[config.mk]
export PLATFORM = sky130hd
export DESIGN_NAME = humidity_temp_frame_decoder_unit
export DESIGN_NICKNAME = d
export VERILOG_FILES = /design/src/design/htfd_pkg.sv /design/src/design/htfd_frame_track.sv /design/src/design/htfd_convert.sv /design/src/design/humidity_temp_frame_decoder_unit.sv
export SDC_FILE = /design/constraint.sdc
export NUM_CORES = 1
export LEC_CHECK = 0
export BUFFER_PORTS_ARGS = -buffer_cell sky130_fd_sc_hd__buf_2
export CAP_MARGIN = 20
export CELL_PAD_IN_SITES_DETAIL_PLACEMENT = 1
export CELL_PAD_IN_SITES_GLOBAL_PLACEMENT = 1
export CORE_ASPECT_RATIO = 1.2
export CORE_MARGIN = 5
export CORE_UTILIZATION = 37
export CTS_CLUSTER_DIAMETER = 100
export DETAILED_ROUTE_END_ITERATION = 8
export PLACE_DENSITY_LB_ADDON = 0.1
export SYNTH_ARGS = -nofsm -noshare
export SYNTH_HDL_FRONTEND = slang
export SYNTH_SLANG_ARGS = --single-unit
[constraint.sdc]
create_clock -name clk -period 9.98 [get_ports clk]
set_input_delay 2.994 -clock clk [delete_from_list [all_inputs] [get_ports clk]]
set_output_delay 2.994 -clock clk [all_outputs]
set_load 0.02 [all_outputs]
[src/design/htfd_pkg.sv]
// shared types, constants and functions of the humidity/temperature frame decoder
// no dependencies; imported by every module of the block
package htfd_pkg;

  // byte positions within the six-byte reply
  localparam logic [2:0] POS_TEMP_MSB = 3'd0;
  localparam logic [2:0] POS_TEMP_LSB = 3'd1;
  localparam logic [2:0] POS_TEMP_CRC = 3'd2;
  localparam logic [2:0] POS_HUM_MSB  = 3'd3;
  localparam logic [2:0] POS_HUM_LSB  = 3'd4;
  localparam logic [2:0] POS_HUM_CRC  = 3'd5;

  // crc-8 settings
  localparam logic [7:0] CRC_POLY = 8'h31;
  localparam logic [7:0] CRC_INIT = 8'hFF;

  // conversion scales, offset and the word full-scale divisor
  localparam logic [14:0]        TEMP_SCALE  = 15'd17500;
  localparam logic [13:0]        HUM_SCALE   = 14'd10000;
  localparam logic signed [15:0] TEMP_OFFSET = -16'sd4500;
  localparam logic [16:0]        WORD_FULL   = 17'd65535;

  // one received byte
  typedef struct packed {
    logic [7:0] data_byte;
    logic       frame_start;
  } byte_item_t;

  // one decoded measurement
  typedef struct packed {
    logic signed [14:0] temperature_centi;
    logic [13:0]        humidity_centi;
    logic [15:0]        temperature_word;
    logic [15:0]        humidity_word;
    logic               temperature_crc_ok;
    logic               humidity_crc_ok;
  } result_item_t;

  // complete frame handed from the byte tracker to the converter
  typedef struct packed {
    logic [15:0] temperature_word;
    logic [15:0] humidity_word;
    logic        temperature_crc_ok;
    logic        humidity_crc_ok;
  } frame_t;

  // crc-8 update over one byte, msb first, no final xor
  function automatic logic [7:0] crc8_byte(input logic [7:0] crc, input logic [7:0] b);
    logic [7:0] c;
    c = crc ^ b;
    for (int k = 0; k < 8; k++) begin
      if (c[7]) begin
        c = {c[6:0], 1'b0} ^ CRC_POLY;
      end else begin
        c = {c[6:0], 1'b0};
      end
    end
    return c;
  endfunction

  // floor(x / 65535) for x below 2^31: x/65536 plus one correction step
  function automatic logic [15:0] div_word_full(input logic [31:0] x);
    logic [15:0] q0;
    logic [16:0] r0;
    q0 = x[31:16];
    r0 = {1'b0, x[15:0]} + {1'b0, q0};
    return (r0 >= WORD_FULL) ? (q0 + 16'd1) : q0;
  endfunction

endpackage

[src/design/htfd_frame_track.sv]
// byte position tracking, running crc-8 and word assembly of one reply
// depends on htfd_pkg; holds one completed frame until the converter takes it
module htfd_frame_track
  import htfd_pkg::*;
(
  input  logic       clk,
  input  logic       rst,
  input  logic       byte_take,
  input  byte_item_t byte_in,
  input  logic       frame_pop,
  output logic       frame_valid,
  output frame_t     frame
);

  logic [2:0]  position;
  logic [2:0]  pos_eff;
  logic [2:0]  position_next;
  logic [7:0]  running_crc;
  logic [7:0]  crc_step;
  logic [7:0]  high_hold;
  logic [7:0]  low_hold;
  logic [15:0] temp_hold;
  logic        temp_ok_hold;
  logic        frame_done;

  // frame start or a stray position restarts the reply
  always_comb begin
    pos_eff = position;
    if (byte_in.frame_start || (position > POS_HUM_CRC)) begin
      pos_eff = POS_TEMP_MSB;
    end
    position_next = (pos_eff >= POS_HUM_CRC) ? POS_TEMP_MSB : (pos_eff + 3'd1);
    crc_step      = crc8_byte(running_crc, byte_in.data_byte);
    frame_done    = byte_take && (pos_eff == POS_HUM_CRC);
  end

  // control state
  always_ff @(posedge clk) begin
    if (rst) begin
      position     <= POS_TEMP_MSB;
      running_crc  <= CRC_INIT;
      temp_ok_hold <= 1'b0;
    end else if (byte_take) begin
      position <= position_next;
      unique case (pos_eff) inside
        POS_TEMP_MSB, POS_HUM_MSB: begin
          running_crc <= crc8_byte(CRC_INIT, byte_in.data_byte);
        end
        POS_TEMP_LSB, POS_HUM_LSB: begin
          running_crc <= crc_step;
        end
        POS_TEMP_CRC: begin
          temp_ok_hold <= (running_crc == byte_in.data_byte);
          running_crc  <= CRC_INIT;
        end
        default: begin
          running_crc <= CRC_INIT;
        end
      endcase
    end
  end

  // word holds, written before they are read within a frame
  always_ff @(posedge clk) begin
    if (byte_take) begin
      unique case (pos_eff) inside
        POS_TEMP_MSB, POS_HUM_MSB: high_hold <= byte_in.data_byte;
        POS_TEMP_LSB:              temp_hold <= {high_hold, byte_in.data_byte};
        POS_HUM_LSB:               low_hold  <= byte_in.data_byte;
        default: begin
        end
      endcase
    end
  end

  // completed frame register
  always_ff @(posedge clk) begin
    if (rst) begin
      frame_valid <= 1'b0;
    end else if (frame_done) begin
      frame_valid <= 1'b1;
    end else if (frame_pop) begin
      frame_valid <= 1'b0;
    end
  end

  always_ff @(posedge clk) begin
    if (frame_done) begin
      frame.temperature_word   <= temp_hold;
      frame.humidity_word      <= {high_hold, low_hold};
      frame.temperature_crc_ok <= temp_ok_hold;
      frame.humidity_crc_ok    <= (running_crc == byte_in.data_byte);
    end
  end

endmodule

[src/design/htfd_convert.sv]
// scaling of the raw words to hundredths and the result register
// depends on htfd_pkg; one constant multiply and one correction per word
module htfd_convert
  import htfd_pkg::*;
(
  input  logic         clk,
  input  logic         rst,
  input  logic         frame_valid,
  input  frame_t       frame,
  output logic         frame_pop,
  input  logic         result_stall,
  output logic         result_valid,
  output result_item_t result_data
);

  logic [30:0]        temp_prod;
  logic [29:0]        hum_prod;
  logic [15:0]        temp_quot;
  logic [15:0]        hum_quot;
  logic signed [15:0] temp_centi;
  logic               result_free;

  // scale by constant, then divide by the word full scale
  always_comb begin
    temp_prod  = 31'(TEMP_SCALE) * 31'(frame.temperature_word);
    hum_prod   = 30'(HUM_SCALE) * 30'(frame.humidity_word);
    temp_quot  = div_word_full({1'b0, temp_prod});
    hum_quot   = div_word_full({2'b00, hum_prod});
    temp_centi = $signed(temp_quot) + TEMP_OFFSET;
  end

  // the frame moves on whenever the result register is empty or drains
  assign result_free = !result_valid || !result_stall;
  assign frame_pop   = frame_valid && result_free;

  always_ff @(posedge clk) begin
    if (rst) begin
      result_valid <= 1'b0;
    end else if (result_free) begin
      result_valid <= frame_valid;
    end
  end

  always_ff @(posedge clk) begin
    if (frame_pop) begin
      result_data.temperature_centi  <= temp_centi[14:0];
      result_data.humidity_centi     <= hum_quot[13:0];
      result_data.temperature_word   <= frame.temperature_word;
      result_data.humidity_word      <= frame.humidity_word;
      result_data.temperature_crc_ok <= frame.temperature_crc_ok;
      result_data.humidity_crc_ok    <= frame.humidity_crc_ok;
    end
  end

endmodule

[src/design/humidity_temp_frame_decoder_unit.sv]
// the transfer of the sixth byte loads the frame register, which passes to the result register once it is free
// one byte per cycle while bytes are not stalled; frame register then result register
// bytes stall only while a finished frame waits behind a stalled result
// synchronous reset clears byte position, crc to 0xff and both valid flags
// top level of the humidity/temperature frame decoder
// depends on htfd_pkg, htfd_frame_track and htfd_convert
module humidity_temp_frame_decoder_unit
  import htfd_pkg::*;
(
  input  logic         clk,
  input  logic         rst,
  input  logic         byte_valid,
  output logic         byte_stall,
  input  byte_item_t   byte_data,
  output logic         result_valid,
  input  logic         result_stall,
  output result_item_t result_data
);

  logic   byte_take;
  logic   frame_valid;
  logic   frame_pop;
  frame_t frame;

  // input transfer
  assign byte_stall = frame_valid && !frame_pop;
  assign byte_take  = byte_valid && !byte_stall;

  htfd_frame_track u_track (
    .clk        (clk),
    .rst        (rst),
    .byte_take  (byte_take),
    .byte_in    (byte_data),
    .frame_pop  (frame_pop),
    .frame_valid(frame_valid),
    .frame      (frame)
  );

  htfd_convert u_convert (
    .clk         (clk),
    .rst         (rst),
    .frame_valid (frame_valid),
    .frame       (frame),
    .frame_pop   (frame_pop),
    .result_stall(result_stall),
    .result_valid(result_valid),
    .result_data (result_data)
  );

endmodule

==> impl_metrics.py, run 1 <==
metrics = {
    "run_status": {
        "status": "complete, no violations",
    },
    "grt": {
        "antenna_found_initial": 0,
        "grt_pass1_wl_microns": 53340,
        "grtUsageTotal_pct": 17.18,
        "grt_max_degree": 64,
        "grt_pass1_vias": 10084,
        "overflow": 0,
    },
    "floorplan": {
        "initial_core_util_pct": 37.32,
        "ios": 78,
        "die_area_sq_mm": 0.03908,
        "die_y_microns": 215.6,
        "rows": 75,
        "core_sq_mm": 0.03491,
        "die_w_microns": 181.3,
    },
    "synth": {
        "yosys.area.top_type": "edfxtp_1",
        "yosys-top-cells-area": "edfxtp_1 (30%), ha_1 (19%), fa_1 (13%)",
        "ys_seq_area_share_pct": 31.89,
        "syn-instance-count": 1247,
        "syn_area_per_cell_sq_um": 10.45,
        "synth_edf_count": 129,
        "yosysUniqueCellTypes": 87,
        "synth_nets": 1540,
        "synth_area_sq_mm": 0.01303,
        "yosysTopAreaCellShare_pct": 29.73,
        "ys_async_sr_fraction_pct": 0,
        "ys.warnings.count": 0,
        "synth_flop_cell": "edfxtp_1",
        "ys_ff_latch": 143,
    },
    "power": {
        "p_switching_w": 0.0003257,
        "p_sw_share_pct": 23.95,
        "p_comb_share_pct": 6.0,
        "p_leak_nw": 6.660,
        "peakVddDrop_mv": 0.1029,
        "intPower_w": 0.001035,
        "powerDensity_mw_per_mm2": 93.49,
        "seq_power_share_pct": 48.6,
        "clockPowerShare_pct": 45.4,
    },
    "timing": {
        "min_period_ns": 9.390,
        "max_freq_mhz": 106.5,
        "rsz0062_at_grt": "false",
        "tightest_slew_ns": 0.9792,
        "setup_violations": 0,
        "hold_viol_final": 0,
        "period_share_pct": 94.08,
        "finClkSkew_ns": 0.01900,
        "fin_setup_tns_ns": 0,
        "maxSlewHeadroom_pct": 34.57,
        "final_max_slew_viol_count": 0,
    },
    "cells_and_area": {
        "area_delta_synth_final_pct": 11.69,
        "drive_above_1_share_pct": 10.86,
        "postLayoutCellArea_sq_mm": 0.01455,
        "num-nets-final": 1633,
        "antenna_cells": 0,
    },
    "detailed_routing": {
        "antenna_left": 0,
        "firstDrtPassIters": 4,
        "drt_iter0_markers": 324,
        "wl_per_cell_microns": 17.85,
        "viasPerCell": 5.021,
        "remaining_drc_errors": 0,
        "dr_total_vias": 9113,
        "wirelength_microns": 32400,
    },
    "placed_design": {
        "place_hpwl_microns": 26540,
        "place_congestion": 0.8230,
        "port_buffers": 77,
        "postPlaceCellArea_sq_mm": 0.01400,
    },
    "clocking": {
        "clkSinkCount": 143,
        "clock_path_buffers": 2,
        "cts_tree": "yes",
        "root_buffer": "clkbuf_16",
        "numCtsBuffers": 17,
        "clk_pin_slew_ns": 0.08,
        "ctsHoldBuffers": 0,
        "clock_latency_ns": 0.45,
        "postCtsResizedCells": 0,
        "postCtsSetupBuffers": 0,
        "h-tree-depth": 4,
    },
    "worst_hold_path": {
        "hp-class": "flop to flop",
    },
    "critical_path": {
        "slowest_delay_ns": 0.63,
        "worst_setup_path_start_kind": "flop",
        "crit_fanout": 10,
        "worst_path_most_repeated_cell": "inv_1",
        "end_kind": "flop",
        "critPathSlowestCell": "a2111oi_0",
        "required_ns": 10.15,
        "worst_ep_arrival_time_ns": 9.56,
        "critPathKind": "flop to flop",
    },
    "flow_run": {
        "drv_cap": 0,
    },
}
-- logic make-up (layout without fill, tap and decap cells) --
family	Yosys count	after routing	synth area share (%)
adder cells (fa/ha/maj)	281	281	31.69
AO/OA/AOI/OAI	224	224	12.21
XOR/XNOR	106	106	7.328
flip-flops	143	143	31.89
buffers and inverters	253	359	7.357
AND/OR/NAND/NOR	235	235	9.124
multiplexers	5	5	0.4034
-- worst max-delay path: cells and delay by family (launching register included) --
| family | cells | cell delay, ns |
|---|---|---|
| compound gates | 12 | 3.35 |
| xor+xnor | 2 | 0.54 |
| fa+ha+maj | 7 | 2.95 |
| buf+inv | 5 | 0.38 |
| flops | 1 | 0.53 |
| simple gates | 6 | 1.33 |
-- cells in the mapped netlist (4+ instances only) --
library cell,number
inv_1,245
ha_1,198
edfxtp_1,129
fa_1,82
xnor2_1,79
nor2_1,66
a21oi_1,57
nand2_1,51
o21ai_0,36
xor2_1,25
nand3_1,23
a21o_1,19
a211oi_1,16
dfxtp_1,14
nor3_1,14
nand4_1,13
a31oi_1,11
nor2b_1,11
a211o_1,10
and2_1,10
o21a_1,10
nand2b_1,9
and3_1,8
o211ai_1,6
or2_2,6
clkbuf_1,5
o31ai_1,5
o2bb2ai_1,4
-- final timing paths --
| check | startpoint | end | slack [ns] | depth (start not counted) |
|---|---|---|---|---|
| worst max-delay path | u_track.frame[32] | u_convert.result_data[62] | 0.59 | 32 |
| worst min-delay path | u_track.temp_hold[1] | u_track.frame[19] | 0.42 | 0 |
| worst max register to register | u_track.frame[32] | u_convert.result_data[62] | 0.59 | 32 |
| worst min register to register | u_track.temp_hold[1] | u_track.frame[19] | 0.42 | 0 |
-- power groups by stage --
stage / logic (W) / registers, W / clock network, W
4_1_cts: 0.0000827 / 0.000661 / 0.000638
5_1_grt: 0.0000921 / 0.000661 / 0.000664
2_1_floorplan: 0.0000621 / 0.000672 / 0
6_report: 0.0000816 / 0.000661 / 0.000618
3_5_place_dp: 0.0000822 / 0.000674 / 0
3_3_place_gp: 0.0000816 / 0.000674 / 0
-- metrics by stage --
| stage | hold WS, ns | power (W) | setup slack (ns) | utilization [%] | instances |
|---|---|---|---|---|---|
| 2_1_floorplan | 0.4003 | 0.0007339 | 1.809 | - | 1247 |
| 3_3_place_gp | 0.4013 | 0.0007554 | 0.6495 | 40.12 | 1783 |
| 3_5_place_dp | 0.4063 | 0.0007559 | 0.6134 | 40.12 | 1783 |
| 4_1_cts | 0.4200 | 0.001382 | 0.5489 | 41.68 | 1815 |
| 5_1_grt | 0.4234 | 0.001418 | 0.04787 | 41.68 | 1815 |
| 6_report | 0.4203 | 0.001360 | 0.5904 | 41.68 | 1815 |
-- final cells by class --
cell class                 count  area [sq um]
tap                          462         578.1
clock inverter                11         105.1
multi-input combinational    851          7934
sequential                   143          4154
timing repair buffer          81         415.4
fill                        3928         20360
inverter                     246         923.4
clock buffer                  21         440.4
-- per-layer routing --
layer	vias up	share of wire [%]	wire length (microns)	global-route usage [%]
met4	0	1.8	578	4.905
met5	-	0	0	0
met1	4467	41	13330	19.73
met3	38	2.6	833	2.577
met2	124	55	17660	32.84
li1	4484	-	-	-
-- placed cells by master, fill, tap and decap left out, types with 14 or more instances in the layout --
| master | n |
|---|---|
| nand2_1 | 51 |
| edfxtp_1 | 129 |
| inv_1 | 245 |
| o21ai_0 | 36 |
| ha_1 | 198 |
| xor2_1 | 25 |
| xnor2_1 | 79 |
| a21oi_1 | 57 |
| a211oi_1 | 16 |
| nor3_1 | 14 |
| fa_1 | 82 |
| buf_2 | 77 |
| nor2_1 | 65 |
| nand3_1 | 23 |
| a21o_1 | 19 |
| dfxtp_1 | 14 |
| clkbuf_16 | 17 |
-- registers in the layout, summed over array words and instances, names as in the netlist --
signal and count:
u_convert.result_data 63, u_track.frame 34, u_track.temp_hold 16, u_track.high_hold 8
u_track.low_hold 8, u_track.running_crc 8, u_track.position 3, u_convert.result_valid 1
u_track.frame_valid 1, u_track.temp_ok_hold 1
(Power assumes the default switching activity.)
==> inputs of run 2 (changes only) <==
--- a/config.mk
+++ b/config.mk
@@ -7,14 +7,12 @@
 export LEC_CHECK = 0
 export BUFFER_PORTS_ARGS = -buffer_cell sky130_fd_sc_hd__buf_2
 export CAP_MARGIN = 20
-export CELL_PAD_IN_SITES_DETAIL_PLACEMENT = 1
-export CELL_PAD_IN_SITES_GLOBAL_PLACEMENT = 1
 export CORE_ASPECT_RATIO = 1.2
 export CORE_MARGIN = 5
-export CORE_UTILIZATION = 37
+export CORE_UTILIZATION = 55
 export CTS_CLUSTER_DIAMETER = 100
 export DETAILED_ROUTE_END_ITERATION = 8
-export PLACE_DENSITY_LB_ADDON = 0.1
+export PLACE_DENSITY = 0.73
 export SYNTH_ARGS = -nofsm -noshare
 export SYNTH_HDL_FRONTEND = slang
 export SYNTH_SLANG_ARGS = --single-unit
==> run 2 against run 1 <==
Sequential cell count unchanged. Register-to-register slack better by 0.64 ns. Utilization up 20 points. Critical path depth unchanged. Via count down 1.3%. Combinational power down 2.7%. Fmax up 7.3%.
==> impl_metrics.py, run 2 (same netlist as run 1, synthesis figures left out) <==
metrics = {
    "timing": {
        "min_period_ns": 8.752,
        "hold_viol_final": 0,
        "max_freq_mhz": 114.3,
        "rsz0062_at_grt": "false",
        "period_share_pct": 87.69,
        "final_max_slew_viol_count": 0,
        "finClkSkew_ns": 0.01166,
        "fin_setup_tns_ns": 0,
        "setup_violations": 0,
        "tightest_slew_ns": 0.9896,
        "maxSlewHeadroom_pct": 33.87,
    },
    "clocking": {
        "h-tree-depth": 4,
        "clock_path_buffers": 2,
        "cts_tree": "yes",
        "postCtsResizedCells": 0,
        "root_buffer": "clkbuf_16",
        "clk_pin_slew_ns": 0.07,
        "numCtsBuffers": 17,
        "ctsHoldBuffers": 0,
        "clock_latency_ns": 0.42,
        "clkSinkCount": 143,
        "postCtsSetupBuffers": 0,
    },
    "floorplan": {
        "initial_core_util_pct": 55.96,
        "rows": 61,
        "die_w_microns": 150.5,
        "core_sq_mm": 0.02328,
        "die_area_sq_mm": 0.02688,
        "die_y_microns": 178.6,
        "ios": 78,
    },
    "critical_path": {
        "critPathSlowestCell": "edfxtp_1",
        "end_kind": "flop",
        "worst_setup_path_start_kind": "flop",
        "critPathKind": "flop to flop",
        "worst_path_most_repeated_cell": "inv_1",
        "r2r_cells": 32,
        "crit_fanout": 10,
        "slowest_delay_ns": 0.53,
        "worst_ep_arrival_time_ns": 8.91,
        "rrSetupSlack_ns": 1.23,
        "timing.rr.start": "u_track.frame[31]",
        "r2r-end": "u_convert.result_data[62]",
        "required_ns": 10.14,
    },
    "power": {
        "peakVddDrop_mv": 0.1167,
        "powerDensity_mw_per_mm2": 92.90,
        "p_leak_nw": 6.655,
        "totalPowerFinal_w": 0.001333,
    },
    "flow_run": {
        "drv_cap": 0,
    },
    "cells_and_area": {
        "num-nets-final": 1631,
        "fillCellCount": 1913,
        "top_register": "u_convert.result_data",
        "final_cell_mix": "inv_1 (245), ha_1 (198), edfxtp_1 (129)",
        "finalNonFillerCells": 1666,
        "final_core_util_pct": 61.62,
        "antenna_cells": 0,
        "area_delta_synth_final_pct": 10.11,
        "reg_top3": "u_convert.result_data x63, u_track.frame x34, u_track.temp_hold x16",
        "final_common_cell": "inv_1",
        "largest_register_ffs": 63,
        "drive_above_1_share_pct": 10.95,
    },
    "detailed_routing": {
        "dr_total_vias": 8991,
        "viasPerCell": 5.397,
        "wl_per_cell_microns": 15.84,
        "wirelength_microns": 26390,
        "firstDrtPassIters": 5,
        "drt_iter0_markers": 481,
        "remaining_drc_errors": 0,
        "antenna_left": 0,
    },
    "worst_hold_path": {
        "hp-class": "flop to flop",
        "holdPathStages": 0,
        "hold_start": "u_track.temp_hold[6]",
        "min_delay_worst_endpoint": "u_track.frame[24]",
    },
    "grt": {
        "antenna_found_initial": 0,
        "grt_max_degree": 64,
        "grtUsageTotal_pct": 20.81,
        "overflow": 0,
        "grt_pass1_vias": 9168,
        "grt_pass1_wl_microns": 44370,
    },
    "placed_design": {
        "port_buffers": 77,
        "dp.cells": 1634,
        "place_hpwl_microns": 20630,
        "place_congestion": 0.9644,
    },
    "run_status": {
        "status": "complete, no violations",
    },
}
run 2: worst max-delay path by stage:
stage / from / end / slack, ns / cells after the start
after floorplan: result_stall / u_convert.result_data[0] / 1.81 / 1
after global placement: u_track.frame[29] / u_convert.result_data[62] / 1.46 / 34
after detailed placement: u_track.frame[29] / u_convert.result_data[62] / 1.25 / 34
after CTS: u_track.frame[29] / u_convert.result_data[62] / 1.22 / 34
after global routing: u_track.frame[32] / u_convert.result_data[62] / 0.59 / 32
final: u_track.frame[31] / u_convert.result_data[62] / 1.23 / 32
run 2: power by group:
part / switching (W) / internal [W]
combinational: 0.0000445 / 0.0000349
sequential: 0.00000664 / 0.000655
clock: 0.000270 / 0.000322
total: 0.000321 / 0.00101
run 2: cell type report:
| type | instances | area, sq um | share of cell area (%) |
|---|---|---|---|
| Inverter | 246 | 923.4 | 6.437 |
| Clock inverter | 14 | 110.1 | 0.7676 |
| Multi-Input combinational cell | 851 | 7934 | 55.31 |
| Sequential cell | 143 | 4154 | 28.96 |
| Timing Repair Buffer | 79 | 400.4 | 2.791 |
| Clock buffer | 18 | 429.2 | 2.992 |
| Tap cell | 315 | 394.1 | 2.747 |
run 2: per-layer routing:
| metal | track usage [%] | routed length [microns] |
|---|---|---|
| met5 | 0 | 0 |
| met1 | 27.53 | 12010 |
| met4 | 7.246 | 600 |
| met2 | 35.01 | 12750 |
| met3 | 2.973 | 1030 |
run 2: stage by stage:
stage	instance area (sq um)	setup slack, ns	hold slack, ns
2_1_floorplan	13030	1.809	0.4003
3_3_place_gp	13810	1.460	0.4013
3_5_place_dp	13810	1.254	0.4045
4_1_cts	14350	1.222	0.4144
5_1_grt	14350	0.5938	0.4246
6_report	14350	1.228	0.4151
run 2: critical path: cells and delay by family, from the launching register on:
family | cells | cell delay (ns)
buf+inv | 5 | 0.38
flops | 1 | 0.53
compound gates | 13 | 3.34
xor+xnor | 3 | 0.63
simple gates | 4 | 0.65
fa+ha+maj | 7 | 2.96
